<file path="src/rtl/pwmicm_pkg.sv">
// ---------------------------------------------------------------------------
// pwmicm_pkg
// Widths, constants, register indexes and types of the capture meter.
// ---------------------------------------------------------------------------
package pwmicm_pkg;

	// Field widths
	localparam int CAP_W   = 16;
	localparam int OVF_W   = 32;
	localparam int STAMP_W = 32;
	localparam int CLK_W   = 27;
	localparam int FREQ_W  = 34;
	localparam int TIME_W  = 32;
	localparam int DUTY_W  = 14;

	// Datapath widths: P is the 33-bit period in ticks (high plus low ticks in complex mode)
	localparam int P_W    = 33;
	localparam int SCL_W  = 27;
	localparam int NUM_W  = P_W + SCL_W;
	localparam int QUO_W  = 34;
	localparam int DVD_W  = 34;
	localparam int STEP_W = 6;

	// Iteration counts of the divider per kind of quotient
	localparam logic [STEP_W-1:0] STEPS_FREQ = STEP_W'(FREQ_W);
	localparam logic [STEP_W-1:0] STEPS_TIME = STEP_W'(TIME_W + 1);
	localparam logic [STEP_W-1:0] STEPS_DUTY = STEP_W'(DUTY_W);

	// Scale factors
	localparam logic [SCL_W-1:0] SCALE_CENTI = SCL_W'(100);
	localparam logic [SCL_W-1:0] SCALE_10NS  = SCL_W'(100000000);
	localparam logic [SCL_W-1:0] SCALE_DUTY  = SCL_W'(10000);

	localparam logic [CLK_W-1:0] CLK_RESET = CLK_W'(48000000);

	// Configuration register indexes
	localparam int IDX_W = 1;
	localparam logic [IDX_W-1:0] REG_TIMER_CLOCK = 1'b0;
	localparam logic [IDX_W-1:0] REG_MEASURE_MODE = 1'b1;

	localparam logic MODE_SIMPLE  = 1'b0;
	localparam logic MODE_COMPLEX = 1'b1;

	// Controller states
	typedef enum logic [2:0] {
		ST_IDLE,
		ST_EVAL,
		ST_LOAD,
		ST_KICK,
		ST_WAIT,
		ST_PUB
	} st_t;

	// Quotients worked out per item, in order
	typedef enum logic [2:0] {
		OP_FREQ,
		OP_PERIOD,
		OP_HIGH,
		OP_LOW,
		OP_HDUTY,
		OP_LDUTY
	} op_t;

	// Controller to datapath
	typedef struct packed {
		logic accept;
		logic eval;
		logic load;
		logic div_start;
		logic store;
		logic store_sat;
		logic publish;
		op_t  op;
	} cmd_t;

	// Datapath to controller
	typedef struct packed {
		logic meas_ok;
		logic mode;
		logic sat;
		logic div_done;
		logic out_free;
	} sts_t;

	function automatic logic is_time(op_t op);
		return (op == OP_PERIOD) || (op == OP_HIGH) || (op == OP_LOW);
	endfunction

	function automatic op_t next_op(op_t op);
		op_t n;
		unique case (op)
			OP_FREQ:   n = OP_PERIOD;
			OP_PERIOD: n = OP_HIGH;
			OP_HIGH:   n = OP_LOW;
			OP_LOW:    n = OP_HDUTY;
			OP_HDUTY:  n = OP_LDUTY;
			default:   n = OP_FREQ;
		endcase
		return n;
	endfunction

endpackage

</file>
<file path="src/rtl/pwmicm_if.sv">
// ---------------------------------------------------------------------------
// pwmicm_if
// Valid/ready channels of the capture meter: capture events in, results out.
// ---------------------------------------------------------------------------
interface pwmicm_evt_if;
	logic                             valid;
	logic                             ready;
	logic [pwmicm_pkg::CAP_W-1:0]     capture_count;
	logic [pwmicm_pkg::OVF_W-1:0]     overflow_ticks;

	modport source (output valid, capture_count, overflow_ticks, input ready);
	modport sink   (input valid, capture_count, overflow_ticks, output ready);
endinterface

interface pwmicm_res_if;
	logic                             valid;
	logic                             ready;
	logic                             result_valid;
	logic [pwmicm_pkg::FREQ_W-1:0]    frequency_centihz;
	logic [pwmicm_pkg::TIME_W-1:0]    period_10ns;
	logic [pwmicm_pkg::TIME_W-1:0]    high_time_10ns;
	logic [pwmicm_pkg::TIME_W-1:0]    low_time_10ns;
	logic [pwmicm_pkg::DUTY_W-1:0]    high_duty_centipct;
	logic [pwmicm_pkg::DUTY_W-1:0]    low_duty_centipct;
	logic                             next_edge_rising;

	modport source (output valid, result_valid, frequency_centihz, period_10ns,
		high_time_10ns, low_time_10ns, high_duty_centipct, low_duty_centipct,
		next_edge_rising, input ready);
	modport sink   (input valid, result_valid, frequency_centihz, period_10ns,
		high_time_10ns, low_time_10ns, high_duty_centipct, low_duty_centipct,
		next_edge_rising, output ready);
endinterface

</file>
<file path="src/rtl/pwmicm_div.sv">
// ---------------------------------------------------------------------------
// pwmicm_div
// Restoring divider, one quotient bit per cycle, shared by all quotients.
// ---------------------------------------------------------------------------
module pwmicm_div (
	input  logic                                clk,
	input  logic                                arst_n,
	input  logic                                start,
	input  logic [pwmicm_pkg::P_W-1:0]          rem_init,
	input  logic [pwmicm_pkg::DVD_W-1:0]        dividend,
	input  logic [pwmicm_pkg::P_W-1:0]          divisor,
	input  logic [pwmicm_pkg::STEP_W-1:0]       steps,
	output logic                                done,
	output logic [pwmicm_pkg::QUO_W-1:0]        quotient
);

	logic                              busy_q;
	logic [pwmicm_pkg::STEP_W-1:0]     cnt_q;
	logic [pwmicm_pkg::P_W-1:0]        rem_q;
	logic [pwmicm_pkg::DVD_W-1:0]      dvd_q;
	logic [pwmicm_pkg::P_W-1:0]        dvs_q;
	logic [pwmicm_pkg::QUO_W-1:0]      quo_q;

	logic [pwmicm_pkg::P_W:0]          trial;
	logic [pwmicm_pkg::P_W:0]          diff;
	logic                              ge;

	// One compare-subtract step; remainder stays below the divisor
	always_comb begin
		trial = {rem_q, dvd_q[pwmicm_pkg::DVD_W-1]};
		diff  = trial - {1'b0, dvs_q};
		ge    = (trial >= {1'b0, dvs_q});
	end

	// Control: busy while steps remain, done for one cycle at the end
	always_ff @(posedge clk or negedge arst_n) begin
		if (!arst_n) begin
			busy_q <= 1'b0;
			cnt_q  <= '0;
		end else if (start) begin
			busy_q <= 1'b1;
			cnt_q  <= steps;
		end else if (busy_q) begin
			if (cnt_q == '0) begin
				busy_q <= 1'b0;
			end else begin
				cnt_q <= cnt_q - 1'b1;
			end
		end
	end

	// Datapath registers
	always_ff @(posedge clk) begin
		if (start) begin
			rem_q <= rem_init;
			dvd_q <= dividend;
			dvs_q <= divisor;
			quo_q <= '0;
		end else if (busy_q && (cnt_q != '0)) begin
			rem_q <= ge ? diff[pwmicm_pkg::P_W-1:0] : trial[pwmicm_pkg::P_W-1:0];
			dvd_q <= {dvd_q[pwmicm_pkg::DVD_W-2:0], 1'b0};
			quo_q <= {quo_q[pwmicm_pkg::QUO_W-2:0], ge};
		end
	end

	assign done     = busy_q && (cnt_q == '0);
	assign quotient = quo_q;

endmodule

</file>
<file path="src/rtl/pwmicm_dp.sv">
// ---------------------------------------------------------------------------
// pwmicm_dp
// Datapath: configuration, edge timing state, scaling multiplier, divider
// set-up, working results and the output register.
// ---------------------------------------------------------------------------
module pwmicm_dp (
	input  logic                                clk,
	input  logic                                arst_n,
	// configuration
	input  logic                                cfg_we,
	input  logic [pwmicm_pkg::IDX_W-1:0]        cfg_index,
	input  logic [pwmicm_pkg::CLK_W-1:0]        cfg_data,
	// event payload
	input  logic [pwmicm_pkg::CAP_W-1:0]        capture_count,
	input  logic [pwmicm_pkg::OVF_W-1:0]        overflow_ticks,
	// result channel
	input  logic                                res_ready,
	output logic                                res_valid,
	output logic                                result_valid,
	output logic [pwmicm_pkg::FREQ_W-1:0]       frequency_centihz,
	output logic [pwmicm_pkg::TIME_W-1:0]       period_10ns,
	output logic [pwmicm_pkg::TIME_W-1:0]       high_time_10ns,
	output logic [pwmicm_pkg::TIME_W-1:0]       low_time_10ns,
	output logic [pwmicm_pkg::DUTY_W-1:0]       high_duty_centipct,
	output logic [pwmicm_pkg::DUTY_W-1:0]       low_duty_centipct,
	output logic                                next_edge_rising,
	// controller
	input  pwmicm_pkg::cmd_t                    cmd,
	output pwmicm_pkg::sts_t                    sts
);

	localparam int PW = pwmicm_pkg::P_W;
	localparam int NW = pwmicm_pkg::NUM_W;
	localparam int TW = pwmicm_pkg::TIME_W;
	localparam int DW = pwmicm_pkg::DUTY_W;
	localparam int CW = pwmicm_pkg::CLK_W;

	// Configuration
	logic [CW-1:0]                       clk_hz_q;
	logic                                mode_q;
	// Edge timing state
	logic [pwmicm_pkg::STAMP_W-1:0]      last_q;
	logic                                armed_q;
	logic [TW-1:0]                       high_q;
	logic [TW-1:0]                       low_q;
	logic [TW-1:0]                       period_q;
	// Per-item working registers
	logic [PW-1:0]                       p_q;
	logic [NW-1:0]                       num_q;
	logic                                w_valid_q;
	logic [pwmicm_pkg::FREQ_W-1:0]       w_freq_q;
	logic [TW-1:0]                       w_period_q;
	logic [TW-1:0]                       w_high_q;
	logic [TW-1:0]                       w_low_q;
	logic [DW-1:0]                       w_hduty_q;
	logic [DW-1:0]                       w_lduty_q;
	// Output register
	logic                                ov_q;
	logic                                o_valid_q;
	logic [pwmicm_pkg::FREQ_W-1:0]       o_freq_q;
	logic [TW-1:0]                       o_period_q;
	logic [TW-1:0]                       o_high_q;
	logic [TW-1:0]                       o_low_q;
	logic [DW-1:0]                       o_hduty_q;
	logic [DW-1:0]                       o_lduty_q;
	logic                                o_edge_q;

	logic [pwmicm_pkg::STAMP_W:0]        stamp_sum;
	logic [pwmicm_pkg::STAMP_W-1:0]      delta;
	logic [PW-1:0]                       p_c;
	logic                                meas_ok;
	logic [PW-1:0]                       mul_a;
	logic [pwmicm_pkg::SCL_W-1:0]        mul_b;
	logic [NW-1:0]                       product;
	logic [PW-1:0]                       d_rem;
	logic [pwmicm_pkg::DVD_W-1:0]        d_dvd;
	logic [PW-1:0]                       d_dvs;
	logic [pwmicm_pkg::STEP_W-1:0]       d_steps;
	logic                                d_done;
	logic [pwmicm_pkg::QUO_W-1:0]        d_quo;
	logic [TW-1:0]                       time_q;
	logic                                out_free;

	// Timestamp and interval since the previous edge, both modulo 2^32
	always_comb begin
		stamp_sum = {1'b0, overflow_ticks} + {(pwmicm_pkg::STAMP_W + 1 - pwmicm_pkg::CAP_W)'(0),
			capture_count};
		delta     = stamp_sum[pwmicm_pkg::STAMP_W-1:0] - last_q;
	end

	// Period denominator and validity from the updated state
	always_comb begin
		p_c     = (mode_q == pwmicm_pkg::MODE_COMPLEX) ? ({1'b0, high_q} + {1'b0, low_q})
			: {1'b0, period_q};
		meas_ok = (clk_hz_q != '0) && ((mode_q == pwmicm_pkg::MODE_COMPLEX)
			? ((high_q != '0) && (low_q != '0)) : (period_q != '0));
	end

	// Scaling multiplier operands per quotient
	always_comb begin
		unique case (cmd.op)
			pwmicm_pkg::OP_FREQ: begin
				mul_a = {(PW - CW)'(0), clk_hz_q};
				mul_b = pwmicm_pkg::SCALE_CENTI;
			end
			pwmicm_pkg::OP_PERIOD: begin
				mul_a = p_q;
				mul_b = pwmicm_pkg::SCALE_10NS;
			end
			pwmicm_pkg::OP_HIGH: begin
				mul_a = {1'b0, high_q};
				mul_b = pwmicm_pkg::SCALE_10NS;
			end
			pwmicm_pkg::OP_LOW: begin
				mul_a = {1'b0, low_q};
				mul_b = pwmicm_pkg::SCALE_10NS;
			end
			pwmicm_pkg::OP_HDUTY: begin
				mul_a = {1'b0, high_q};
				mul_b = pwmicm_pkg::SCALE_DUTY;
			end
			default: begin
				mul_a = {1'b0, low_q};
				mul_b = pwmicm_pkg::SCALE_DUTY;
			end
		endcase
		product = {(NW - PW)'(0), mul_a} * {(NW - pwmicm_pkg::SCL_W)'(0), mul_b};
	end

	// Divider set-up: upper numerator bits seed the remainder where the
	// quotient is known to be short
	always_comb begin
		if (cmd.op == pwmicm_pkg::OP_FREQ) begin
			d_rem   = '0;
			d_dvd   = num_q[pwmicm_pkg::DVD_W-1:0];
			d_dvs   = p_q;
			d_steps = pwmicm_pkg::STEPS_FREQ;
		end else if (pwmicm_pkg::is_time(cmd.op)) begin
			d_rem   = {(PW - (NW - TW - 1))'(0), num_q[NW-1:TW+1]};
			d_dvd   = {num_q[TW:0], 1'b0};
			d_dvs   = {(PW - CW)'(0), clk_hz_q};
			d_steps = pwmicm_pkg::STEPS_TIME;
		end else begin
			// duty numerator stays below P * 2^14, so its upper bits fit P
			d_rem   = num_q[DW+PW-1:DW];
			d_dvd   = {num_q[DW-1:0], (pwmicm_pkg::DVD_W - DW)'(0)};
			d_dvs   = p_q;
			d_steps = pwmicm_pkg::STEPS_DUTY;
		end
	end

	pwmicm_div u_div (
		.clk      (clk),
		.arst_n   (arst_n),
		.start    (cmd.div_start),
		.rem_init (d_rem),
		.dividend (d_dvd),
		.divisor  (d_dvs),
		.steps    (d_steps),
		.done     (d_done),
		.quotient (d_quo)
	);

	// Time quotient saturates at 2^32-1
	assign time_q   = (cmd.store_sat || d_quo[TW]) ? '1 : d_quo[TW-1:0];
	assign out_free = !ov_q || res_ready;

	// Status for the controller
	always_comb begin
		sts.meas_ok  = meas_ok;
		sts.mode     = mode_q;
		sts.sat      = pwmicm_pkg::is_time(cmd.op)
			&& (num_q[NW-1:TW+1] >= clk_hz_q);
		sts.div_done = d_done;
		sts.out_free = out_free;
	end

	// Configuration and edge timing state
	always_ff @(posedge clk or negedge arst_n) begin
		if (!arst_n) begin
			clk_hz_q <= pwmicm_pkg::CLK_RESET;
			mode_q   <= pwmicm_pkg::MODE_SIMPLE;
			last_q   <= '0;
			armed_q  <= 1'b0;
			high_q   <= '0;
			low_q    <= '0;
			period_q <= '0;
		end else begin
			if (cfg_we) begin
				unique case (cfg_index)
					pwmicm_pkg::REG_TIMER_CLOCK:  clk_hz_q <= cfg_data;
					pwmicm_pkg::REG_MEASURE_MODE: mode_q   <= cfg_data[0];
					default:                      ;
				endcase
			end
			if (cmd.accept) begin
				last_q <= stamp_sum[pwmicm_pkg::STAMP_W-1:0];
				if (mode_q == pwmicm_pkg::MODE_SIMPLE) begin
					period_q <= delta;
				end else if (!armed_q) begin
					high_q  <= delta;
					armed_q <= 1'b1;
				end else begin
					low_q   <= delta;
					armed_q <= 1'b0;
				end
			end
		end
	end

	// Working results
	always_ff @(posedge clk) begin
		if (cmd.eval) begin
			p_q        <= p_c;
			w_valid_q  <= meas_ok;
			w_freq_q   <= '0;
			w_period_q <= '0;
			w_high_q   <= '0;
			w_low_q    <= '0;
			w_hduty_q  <= '0;
			w_lduty_q  <= '0;
		end
		if (cmd.load) begin
			num_q <= product;
		end
		if (cmd.store) begin
			unique case (cmd.op)
				pwmicm_pkg::OP_FREQ:   w_freq_q   <= d_quo;
				pwmicm_pkg::OP_PERIOD: w_period_q <= time_q;
				pwmicm_pkg::OP_HIGH:   w_high_q   <= time_q;
				pwmicm_pkg::OP_LOW:    w_low_q    <= time_q;
				pwmicm_pkg::OP_HDUTY:  w_hduty_q  <= d_quo[DW-1:0];
				default:               w_lduty_q  <= d_quo[DW-1:0];
			endcase
		end
	end

	// Output register valid
	always_ff @(posedge clk or negedge arst_n) begin
		if (!arst_n) begin
			ov_q <= 1'b0;
		end else if (cmd.publish) begin
			ov_q <= 1'b1;
		end else if (res_ready) begin
			ov_q <= 1'b0;
		end
	end

	// Output register payload
	always_ff @(posedge clk) begin
		if (cmd.publish) begin
			o_valid_q  <= w_valid_q;
			o_freq_q   <= w_freq_q;
			o_period_q <= w_period_q;
			o_high_q   <= w_high_q;
			o_low_q    <= w_low_q;
			o_hduty_q  <= w_hduty_q;
			o_lduty_q  <= w_lduty_q;
			o_edge_q   <= armed_q;
		end
	end

	assign res_valid          = ov_q;
	assign result_valid       = o_valid_q;
	assign frequency_centihz  = o_freq_q;
	assign period_10ns        = o_period_q;
	assign high_time_10ns     = o_high_q;
	assign low_time_10ns      = o_low_q;
	assign high_duty_centipct = o_hduty_q;
	assign low_duty_centipct  = o_lduty_q;
	assign next_edge_rising   = o_edge_q;

endmodule

</file>
<file path="src/rtl/pwmicm_ctrl.sv">
// ---------------------------------------------------------------------------
// pwmicm_ctrl
// Controller: takes an event, steps the datapath through the quotients of its
// mode (none if invalid) and hands the result to the output register.
// ---------------------------------------------------------------------------
module pwmicm_ctrl (
	input  logic                 clk,
	input  logic                 arst_n,
	input  logic                 evt_valid,
	output logic                 evt_ready,
	input  pwmicm_pkg::sts_t     sts,
	output pwmicm_pkg::cmd_t     cmd
);

	pwmicm_pkg::st_t  st_q, st_d;
	pwmicm_pkg::op_t  op_q, op_d;
	logic             last_op;

	// State and quotient index
	always_ff @(posedge clk or negedge arst_n) begin
		if (!arst_n) begin
			st_q <= pwmicm_pkg::ST_IDLE;
			op_q <= pwmicm_pkg::OP_FREQ;
		end else begin
			st_q <= st_d;
			op_q <= op_d;
		end
	end

	// Simple mode stops after the period
	assign last_op = (op_q == pwmicm_pkg::OP_LDUTY)
		|| ((op_q == pwmicm_pkg::OP_PERIOD) && (sts.mode == pwmicm_pkg::MODE_SIMPLE));

	// Next state and commands
	always_comb begin
		st_d      = st_q;
		op_d      = op_q;
		evt_ready = 1'b0;
		cmd       = '0;
		cmd.op    = op_q;
		unique case (st_q)
			pwmicm_pkg::ST_IDLE: begin
				evt_ready = 1'b1;
				if (evt_valid) begin
					cmd.accept = 1'b1;
					st_d       = pwmicm_pkg::ST_EVAL;
				end
			end
			pwmicm_pkg::ST_EVAL: begin
				cmd.eval = 1'b1;
				if (sts.meas_ok) begin
					op_d = pwmicm_pkg::OP_FREQ;
					st_d = pwmicm_pkg::ST_LOAD;
				end else begin
					st_d = pwmicm_pkg::ST_PUB;
				end
			end
			pwmicm_pkg::ST_LOAD: begin
				cmd.load = 1'b1;
				st_d     = pwmicm_pkg::ST_KICK;
			end
			pwmicm_pkg::ST_KICK: begin
				if (sts.sat) begin
					cmd.store     = 1'b1;
					cmd.store_sat = 1'b1;
					if (last_op) begin
						st_d = pwmicm_pkg::ST_PUB;
					end else begin
						op_d = pwmicm_pkg::next_op(op_q);
						st_d = pwmicm_pkg::ST_LOAD;
					end
				end else begin
					cmd.div_start = 1'b1;
					st_d          = pwmicm_pkg::ST_WAIT;
				end
			end
			pwmicm_pkg::ST_WAIT: begin
				if (sts.div_done) begin
					cmd.store = 1'b1;
					if (last_op) begin
						st_d = pwmicm_pkg::ST_PUB;
					end else begin
						op_d = pwmicm_pkg::next_op(op_q);
						st_d = pwmicm_pkg::ST_LOAD;
					end
				end
			end
			pwmicm_pkg::ST_PUB: begin
				if (sts.out_free) begin
					cmd.publish = 1'b1;
					st_d        = pwmicm_pkg::ST_IDLE;
				end
			end
			default: begin
				st_d = pwmicm_pkg::ST_IDLE;
			end
		endcase
	end

endmodule

</file>
<file path="src/rtl/pwm_input_capture_meter.sv">
// ---------------------------------------------------------------------------
// pwm_input_capture_meter
// Frequency, period and duty meter fed by timer input-capture events.
// ---------------------------------------------------------------------------
// Each event item (capture count plus accumulated overflow ticks) gives one
// result item: frequency in 0.01 Hz, period and high/low times in 10 ns units
// (saturated at 2^32-1) and duties in 0.01 %, all truncated. Items are taken
// one at a time. Each quotient is loaded, then started on the shared
// restoring divider, which yields one quotient bit per cycle (34 bits for
// the frequency, 33 per time, 14 per duty); simple mode stops after the
// period. A time whose quotient would not fit skips its division; an
// invalid measurement skips all quotients and gives zeros. The next event
// is taken while a finished result still waits in the output register.
// Configuration may be written only while no item is in flight.
module pwm_input_capture_meter (
	input  logic                              clk,
	input  logic                              arst_n,
	input  logic                              cfg_we,
	input  logic [pwmicm_pkg::IDX_W-1:0]      cfg_index,
	input  logic [pwmicm_pkg::CLK_W-1:0]      cfg_data,
	pwmicm_evt_if.sink                        evt,
	pwmicm_res_if.source                      res
);

	pwmicm_pkg::cmd_t  cmd;
	pwmicm_pkg::sts_t  sts;

	// Sequencer
	pwmicm_ctrl u_ctrl (
		.clk       (clk),
		.arst_n    (arst_n),
		.evt_valid (evt.valid),
		.evt_ready (evt.ready),
		.sts       (sts),
		.cmd       (cmd)
	);

	// Arithmetic and storage
	pwmicm_dp u_dp (
		.clk                (clk),
		.arst_n             (arst_n),
		.cfg_we             (cfg_we),
		.cfg_index          (cfg_index),
		.cfg_data           (cfg_data),
		.capture_count      (evt.capture_count),
		.overflow_ticks     (evt.overflow_ticks),
		.res_ready          (res.ready),
		.res_valid          (res.valid),
		.result_valid       (res.result_valid),
		.frequency_centihz  (res.frequency_centihz),
		.period_10ns        (res.period_10ns),
		.high_time_10ns     (res.high_time_10ns),
		.low_time_10ns      (res.low_time_10ns),
		.high_duty_centipct (res.high_duty_centipct),
		.low_duty_centipct  (res.low_duty_centipct),
		.next_edge_rising   (res.next_edge_rising),
		.cmd                (cmd),
		.sts                (sts)
	);

endmodule

</file>
<file path="src/flat_wrapper.sv">
// flat-port wrapper written by rule: the top's interface ports become plain ports
module pwm_input_capture_meter_flat 
  (clk, arst_n, cfg_we, cfg_index, cfg_data, evt_valid, evt_capture_count, evt_overflow_ticks, evt_ready, res_valid, res_result_valid, res_frequency_centihz, res_period_10ns, res_high_time_10ns, res_low_time_10ns, res_high_duty_centipct, res_low_duty_centipct, res_next_edge_rising, res_ready);
  pwmicm_evt_if evt_i ();
  pwmicm_res_if res_i ();
  input  logic clk;
  input  logic arst_n;
  input  logic cfg_we;
  input  logic [pwmicm_pkg::IDX_W-1:0] cfg_index;
  input  logic [pwmicm_pkg::CLK_W-1:0] cfg_data;
  input wire logic [$bits(evt_i.valid)-1:0] evt_valid;
  input wire logic [$bits(evt_i.capture_count)-1:0] evt_capture_count;
  input wire logic [$bits(evt_i.overflow_ticks)-1:0] evt_overflow_ticks;
  output wire logic [$bits(evt_i.ready)-1:0] evt_ready;
  output wire logic [$bits(res_i.valid)-1:0] res_valid;
  output wire logic [$bits(res_i.result_valid)-1:0] res_result_valid;
  output wire logic [$bits(res_i.frequency_centihz)-1:0] res_frequency_centihz;
  output wire logic [$bits(res_i.period_10ns)-1:0] res_period_10ns;
  output wire logic [$bits(res_i.high_time_10ns)-1:0] res_high_time_10ns;
  output wire logic [$bits(res_i.low_time_10ns)-1:0] res_low_time_10ns;
  output wire logic [$bits(res_i.high_duty_centipct)-1:0] res_high_duty_centipct;
  output wire logic [$bits(res_i.low_duty_centipct)-1:0] res_low_duty_centipct;
  output wire logic [$bits(res_i.next_edge_rising)-1:0] res_next_edge_rising;
  input wire logic [$bits(res_i.ready)-1:0] res_ready;
  assign evt_i.valid = evt_valid;
  assign evt_i.capture_count = evt_capture_count;
  assign evt_i.overflow_ticks = evt_overflow_ticks;
  assign evt_ready = evt_i.ready;
  assign res_valid = res_i.valid;
  assign res_result_valid = res_i.result_valid;
  assign res_frequency_centihz = res_i.frequency_centihz;
  assign res_period_10ns = res_i.period_10ns;
  assign res_high_time_10ns = res_i.high_time_10ns;
  assign res_low_time_10ns = res_i.low_time_10ns;
  assign res_high_duty_centipct = res_i.high_duty_centipct;
  assign res_low_duty_centipct = res_i.low_duty_centipct;
  assign res_next_edge_rising = res_i.next_edge_rising;
  assign res_i.ready = res_ready;
  pwm_input_capture_meter u_core (.clk(clk), .arst_n(arst_n), .cfg_we(cfg_we), .cfg_index(cfg_index), .cfg_data(cfg_data), .evt(evt_i), .res(res_i));
endmodule
</file>
<file path="config.mk">
export PLATFORM = sky130hd
export DESIGN_NAME = pwm_input_capture_meter_flat
export DESIGN_NICKNAME = d
export VERILOG_FILES = /design/src/rtl/pwmicm_pkg.sv /design/src/rtl/pwmicm_if.sv /design/src/rtl/pwmicm_div.sv /design/src/rtl/pwmicm_dp.sv /design/src/rtl/pwmicm_ctrl.sv /design/src/rtl/pwm_input_capture_meter.sv /design/src/flat_wrapper.sv
export SDC_FILE = /design/constraint.sdc
export NUM_CORES = 2
export LEC_CHECK = 0
export BUFFER_PORTS_ARGS = -buffer_cell sky130_fd_sc_hd__buf_2
export CAP_MARGIN = 15
export CORE_ASPECT_RATIO = 1.1
export CORE_MARGIN = 2
export CORE_UTILIZATION = 64
export DETAILED_ROUTE_END_ITERATION = 7
export PLACE_DENSITY = 0.87
export SYNTH_ARGS = -nofsm -noshare
export SYNTH_HDL_FRONTEND = slang
export SYNTH_SLANG_ARGS = --single-unit
</file>
<file path="constraint.sdc">
create_clock -name clk -period 10.7 [get_ports clk]
set_input_delay 2.14 -clock clk [delete_from_list [all_inputs] [get_ports clk]]
set_output_delay 2.14 -clock clk [all_outputs]
set_load 0.05 [all_outputs]
</file>
==> Implementation_results.wiki <==
{| class="wikitable"
! Metric !! Value
|-
| Layout cells sized above 1 || under 10%
|-
| Final hold vios || 0
|-
| Register-to-register setup slack || between 1 and 1.5 ns
|-
| Critical Path Max Stage Delay || about 0.86 ns
|-
| Dominant synthesized flop cell || sky130_fd_sc_hd__edfxtp_1
|-
| Mean instance size in the synthesized netlist || roughly 10 sq um
|-
| Clk_lat worst skew || 0.65 ns
|-
| Upper clock frequency limit || slightly above 100 MHz
|-
| Number of synthesis warnings || 0
|-
| Quantity of hold-fixing buffers added after cts || 0
|-
| Antenna violations before repair || 1
|-
| Most common library cells after synthesis || sky130_fd_sc_hd__inv_1, sky130_fd_sc_hd__nand2_1, sky130_fd_sc_hd__ha_1, sky130_fd_sc_hd__fa_1, sky130_fd_sc_hd__o21ai_0
|-
| Maximum fanout count along the critical path || 61
|-
| Worst slew margin relative to its limit || around a quarter
|-
| Type of the most critical hold path || register to register
|-
| Multi-input gate area || ~32000 sq um
|-
| Setup tns final || 0 ns
|-
| Reg-to-Reg Start || u_core.u_ctrl.op_q[2]
|-
| Clock slew seen by the registers of the worst setup and hold paths || ~0.06 ns
|-
| Overall die width || approximately 280 microns
|-
| HPWL after detailed placement || 117700 microns
|-
| Clock Root Buffer || sky130_fd_sc_hd__clkbuf_16
|-
| Placed instance count || between 6000 and 7000
|-
| Data arrival time of the critical path || between 10 and 15 ns
|-
| Fin cells || a little under 7000
|-
| Clock tree from TritonCTS || yes
|-
| Max Used Layer || met4
|-
| Count of pins over their slew limit || 0
|-
| Final worst setup slack || 1.001 ns
|-
| Endpoint required time on the critical path || about 11 ns
|-
| Met3 wirelength from detailed routing || around 14000 microns
|-
| Number of maximum-capacitance violations || 0
|-
| Synth top area cells || sky130_fd_sc_hd__edfxtp_1, sky130_fd_sc_hd__fa_1, sky130_fd_sc_hd__ha_1
|-
| Routed length per instance || between 20 and 25 microns
|-
| Proportion of synthesized chip area in sequential cells || roughly 34%
|-
| # DRC || 0
|-
| Cells resized by post-CTS repair || 0
|-
| Tightest Pin Transition || approximately 1.1 ns
|-
| Cell area after layout || between 50000 and 60000 sq um
|-
| Area growth syn-to-layout || 8.861%
|-
| Buffers on Ports || around 240
|-
| Number of buffers inserted by post-CTS setup repair || 0
|-
| Hold path start || u_core.u_dp.w_lduty_q[11]
|-
| Period minus WS final || ~9.7 ns
|-
| Place WS || ~1.2 ns
|-
| Boundary pin count || 243
|-
| TritonCTS Buffers || 69
|-
| Detailed route wirelength on metal2 || a little over 70000 microns
|-
| Endpoint with the worst hold slack || u_core.u_dp.low_duty_centipct[11]
|-
| Number of clock sinks || slightly above 700
|-
| Cell repeated most along the worst path || sky130_fd_sc_hd__fa_1
|-
| Number of buffers on the longest clock path || 3
|-
| Post-route antenna net violation count || 0
|-
| Share of async-settable or async-resettable flops after synthesis || between 20% and 30%
|-
| Detailed-routing iteration count for the pre-antenna-repair pass || 6
|-
| Gate count after technology mapping || between 5000 and 6000
|-
| Worst-case reg-to-reg path depth || 27
|-
| Final worst path period share || about nine tenths
|-
| Detailed-route via count || between 40000 and 50000
|-
| Worst setup SP type || register
|-
| Die area || roughly 87000 sq um
|-
| Vertical die dimension || ~310 microns
|-
| Standard-cell row count || roughly 110
|-
| Number of storage elements in the synthesis netlist || 713
|-
| Final Setup Violations || 0
|-
| Min-Delay Path Depth || 0
|-
| Element type at the critical path end || register
|-
| Pin count of the biggest net entering global routing || 99
|-
| Count of fill cells added during filler insertion || between 5000 and 6000
|-
| Number of levels in the clock H-tree || 3
|-
| Most frequent cell after synthesis || sky130_fd_sc_hd__inv_1
|-
| Flip-flop and latch area || ~19000 sq um
|-
| First-pass GRT wire length || about 240000 microns
|-
| Status || complete, no violations
|-
| Worst-case clock skew || around 0.036 ns
|-
| Netlist Area Pre-Place || ~54000 sq um
|-
| Number of global-route vias before repair || about 43000
|-
| Nets@finish || between 6000 and 7000
|-
| Area of the core || approximately 83000 sq um
|-
| Slowest-stage cell, CP || sky130_fd_sc_hd__nor2_1
|-
| RSZ-0062 raised after global routing || no
|-
| Area post-placement || 56320 sq um
|-
| Share of Yosys cell area claimed by the top area cell type || just under 20%
|-
| Cell taking the most area after synthesis || sky130_fd_sc_hd__edfxtp_1
|-
| Number of enable flip-flop cells after synthesis || 350
|-
| Met1 Routed Length || ~57000 microns
|-
| Total wirelength of the detailed-routed design || roughly 150000 microns
|-
| Effective utilization at floorplan || between 60% and 70%
|-
| Total track usage || a little over a third
|-
| Terminus of the critical flop-to-flop path || u_core.u_dp.num_q[59]
|-
| Global route overflow || 0
|-
| Global placer's final weighted congestion || about 1.0
|-
| Startpoint-to-endpoint class of the critical path || register to register
|-
| Vias per std cell || around 6.2
|-
| DRC marker count from the first detailed-route iteration || ~4500
|-
| Number of unique standard cell types used by synthesis || between 90 and 100
|}
-- cell type report --
cell class                      instances  area share, %
Multi-Input combinational cell       3773          53.79
Sequential cell                       713          31.69
Inverter                              799          5.100
Clock buffer                           87          3.225
Timing Repair Buffer                  295          2.766
Tap cell                             1130          2.402
Clock inverter                         40          1.014
Antenna cell                            4        0.01701
-- metal layers --
layer | GRT usage (%) | up-vias
met5 | 0 | -
met4 | 21.53 | 0
met3 | 6.269 | 557
met2 | 58.19 | 2314
met1 | 44.98 | 20390
li1 | - | 18870
-- through the flow --
step	hold slack, ns	util, %
finish	0.4220	70.51
global route	0.4289	70.50
CTS	0.4229	70.47
detailed placement	0.4116	67.48
global placement	0.4060	67.48
floorplan	0.4003	-
-- worst max path at each step --
stage	end	slack (ns)	cells after the start	startpoint
2_1_floorplan	u_core.u_dp.frequency_centihz[0]	1.20	2	res_ready
3_3_place_gp	u_core.u_dp.num_q[59]	1.42	27	u_core.u_ctrl.op_q[2]
3_5_place_dp	u_core.u_dp.num_q[59]	1.20	27	u_core.u_ctrl.op_q[2]
4_1_cts	u_core.u_dp.num_q[59]	1.17	27	u_core.u_ctrl.op_q[2]
5_1_grt	u_core.u_dp.num_q[59]	0.64	26	u_core.u_ctrl.op_q[2]
6_report	u_core.u_dp.num_q[59]	1.00	27	u_core.u_ctrl.op_q[2]
-- critical path, delay by kind of cell (launching register included) --
kind            cells  cell delay [ns]
fa+ha+maj           8             3.61
compound gates     10             3.04
simple gates        3             1.26
flops               1             0.74
buf+inv             4             0.49
xor+xnor            2             0.25
-- kinds of logic after synthesis --
logic type	Yosys count	synth area share [%]
AO/OA/AOI/OAI	1117	12.89
AND/OR/NAND/NOR	1359	11.29
XOR/XNOR	209	3.386
adder cells (fa/ha/maj)	980	28.97
other	2	0.01389
flip-flops	713	34.49
multiplexers	87	1.747
buffers and inverters	1025	7.221
-- registers in the layout, summed over array words and instances, names as in the netlist, 27 cells and up --
name and flops:
u_core.u_dp.clk_hz_q 27, u_core.u_dp.frequency_centihz 34, u_core.u_dp.high_q 32, u_core.u_dp.high_time_10ns 32, u_core.u_dp.last_q 32, u_core.u_dp.low_q 32, u_core.u_dp.low_time_10ns 32, u_core.u_dp.num_q 58
u_core.u_dp.p_q 33, u_core.u_dp.period_10ns 32, u_core.u_dp.period_q 32, u_core.u_dp.u_div.dvd_q 32, u_core.u_dp.u_div.dvs_q 33, u_core.u_dp.u_div.quotient 34, u_core.u_dp.u_div.rem_q 33, u_core.u_dp.w_freq_q 34
u_core.u_dp.w_high_q 32, u_core.u_dp.w_low_q 32, u_core.u_dp.w_period_q 32
-- placed cells by master, fill, tap and decap left out, drive strengths merged, types with 22 or more instances in the layout --
cell type,instances
o221ai,30
o21bai,28
a21o,108
nand2,612
dfxtp,192
mux2i,28
and2,22
clkbuf,88
or2,26
nor2,285
nor4,36
ha,526
a21oi,268
and3,35
a211oi,43
nand2b,26
nor3b,25
dfrtp,161
buf,294
nand3,127
o31ai,28
inv,807
xor2,67
o21a,23
nor3,72
fa,453
xnor2,142
a31oi,23
nand4,43
mux2,59
edfxtp,350
o21ai,433
Power is left out: the tool's default activity adds up to more than one toggle a clock period on the data nets, which glitch-free logic cannot reach.
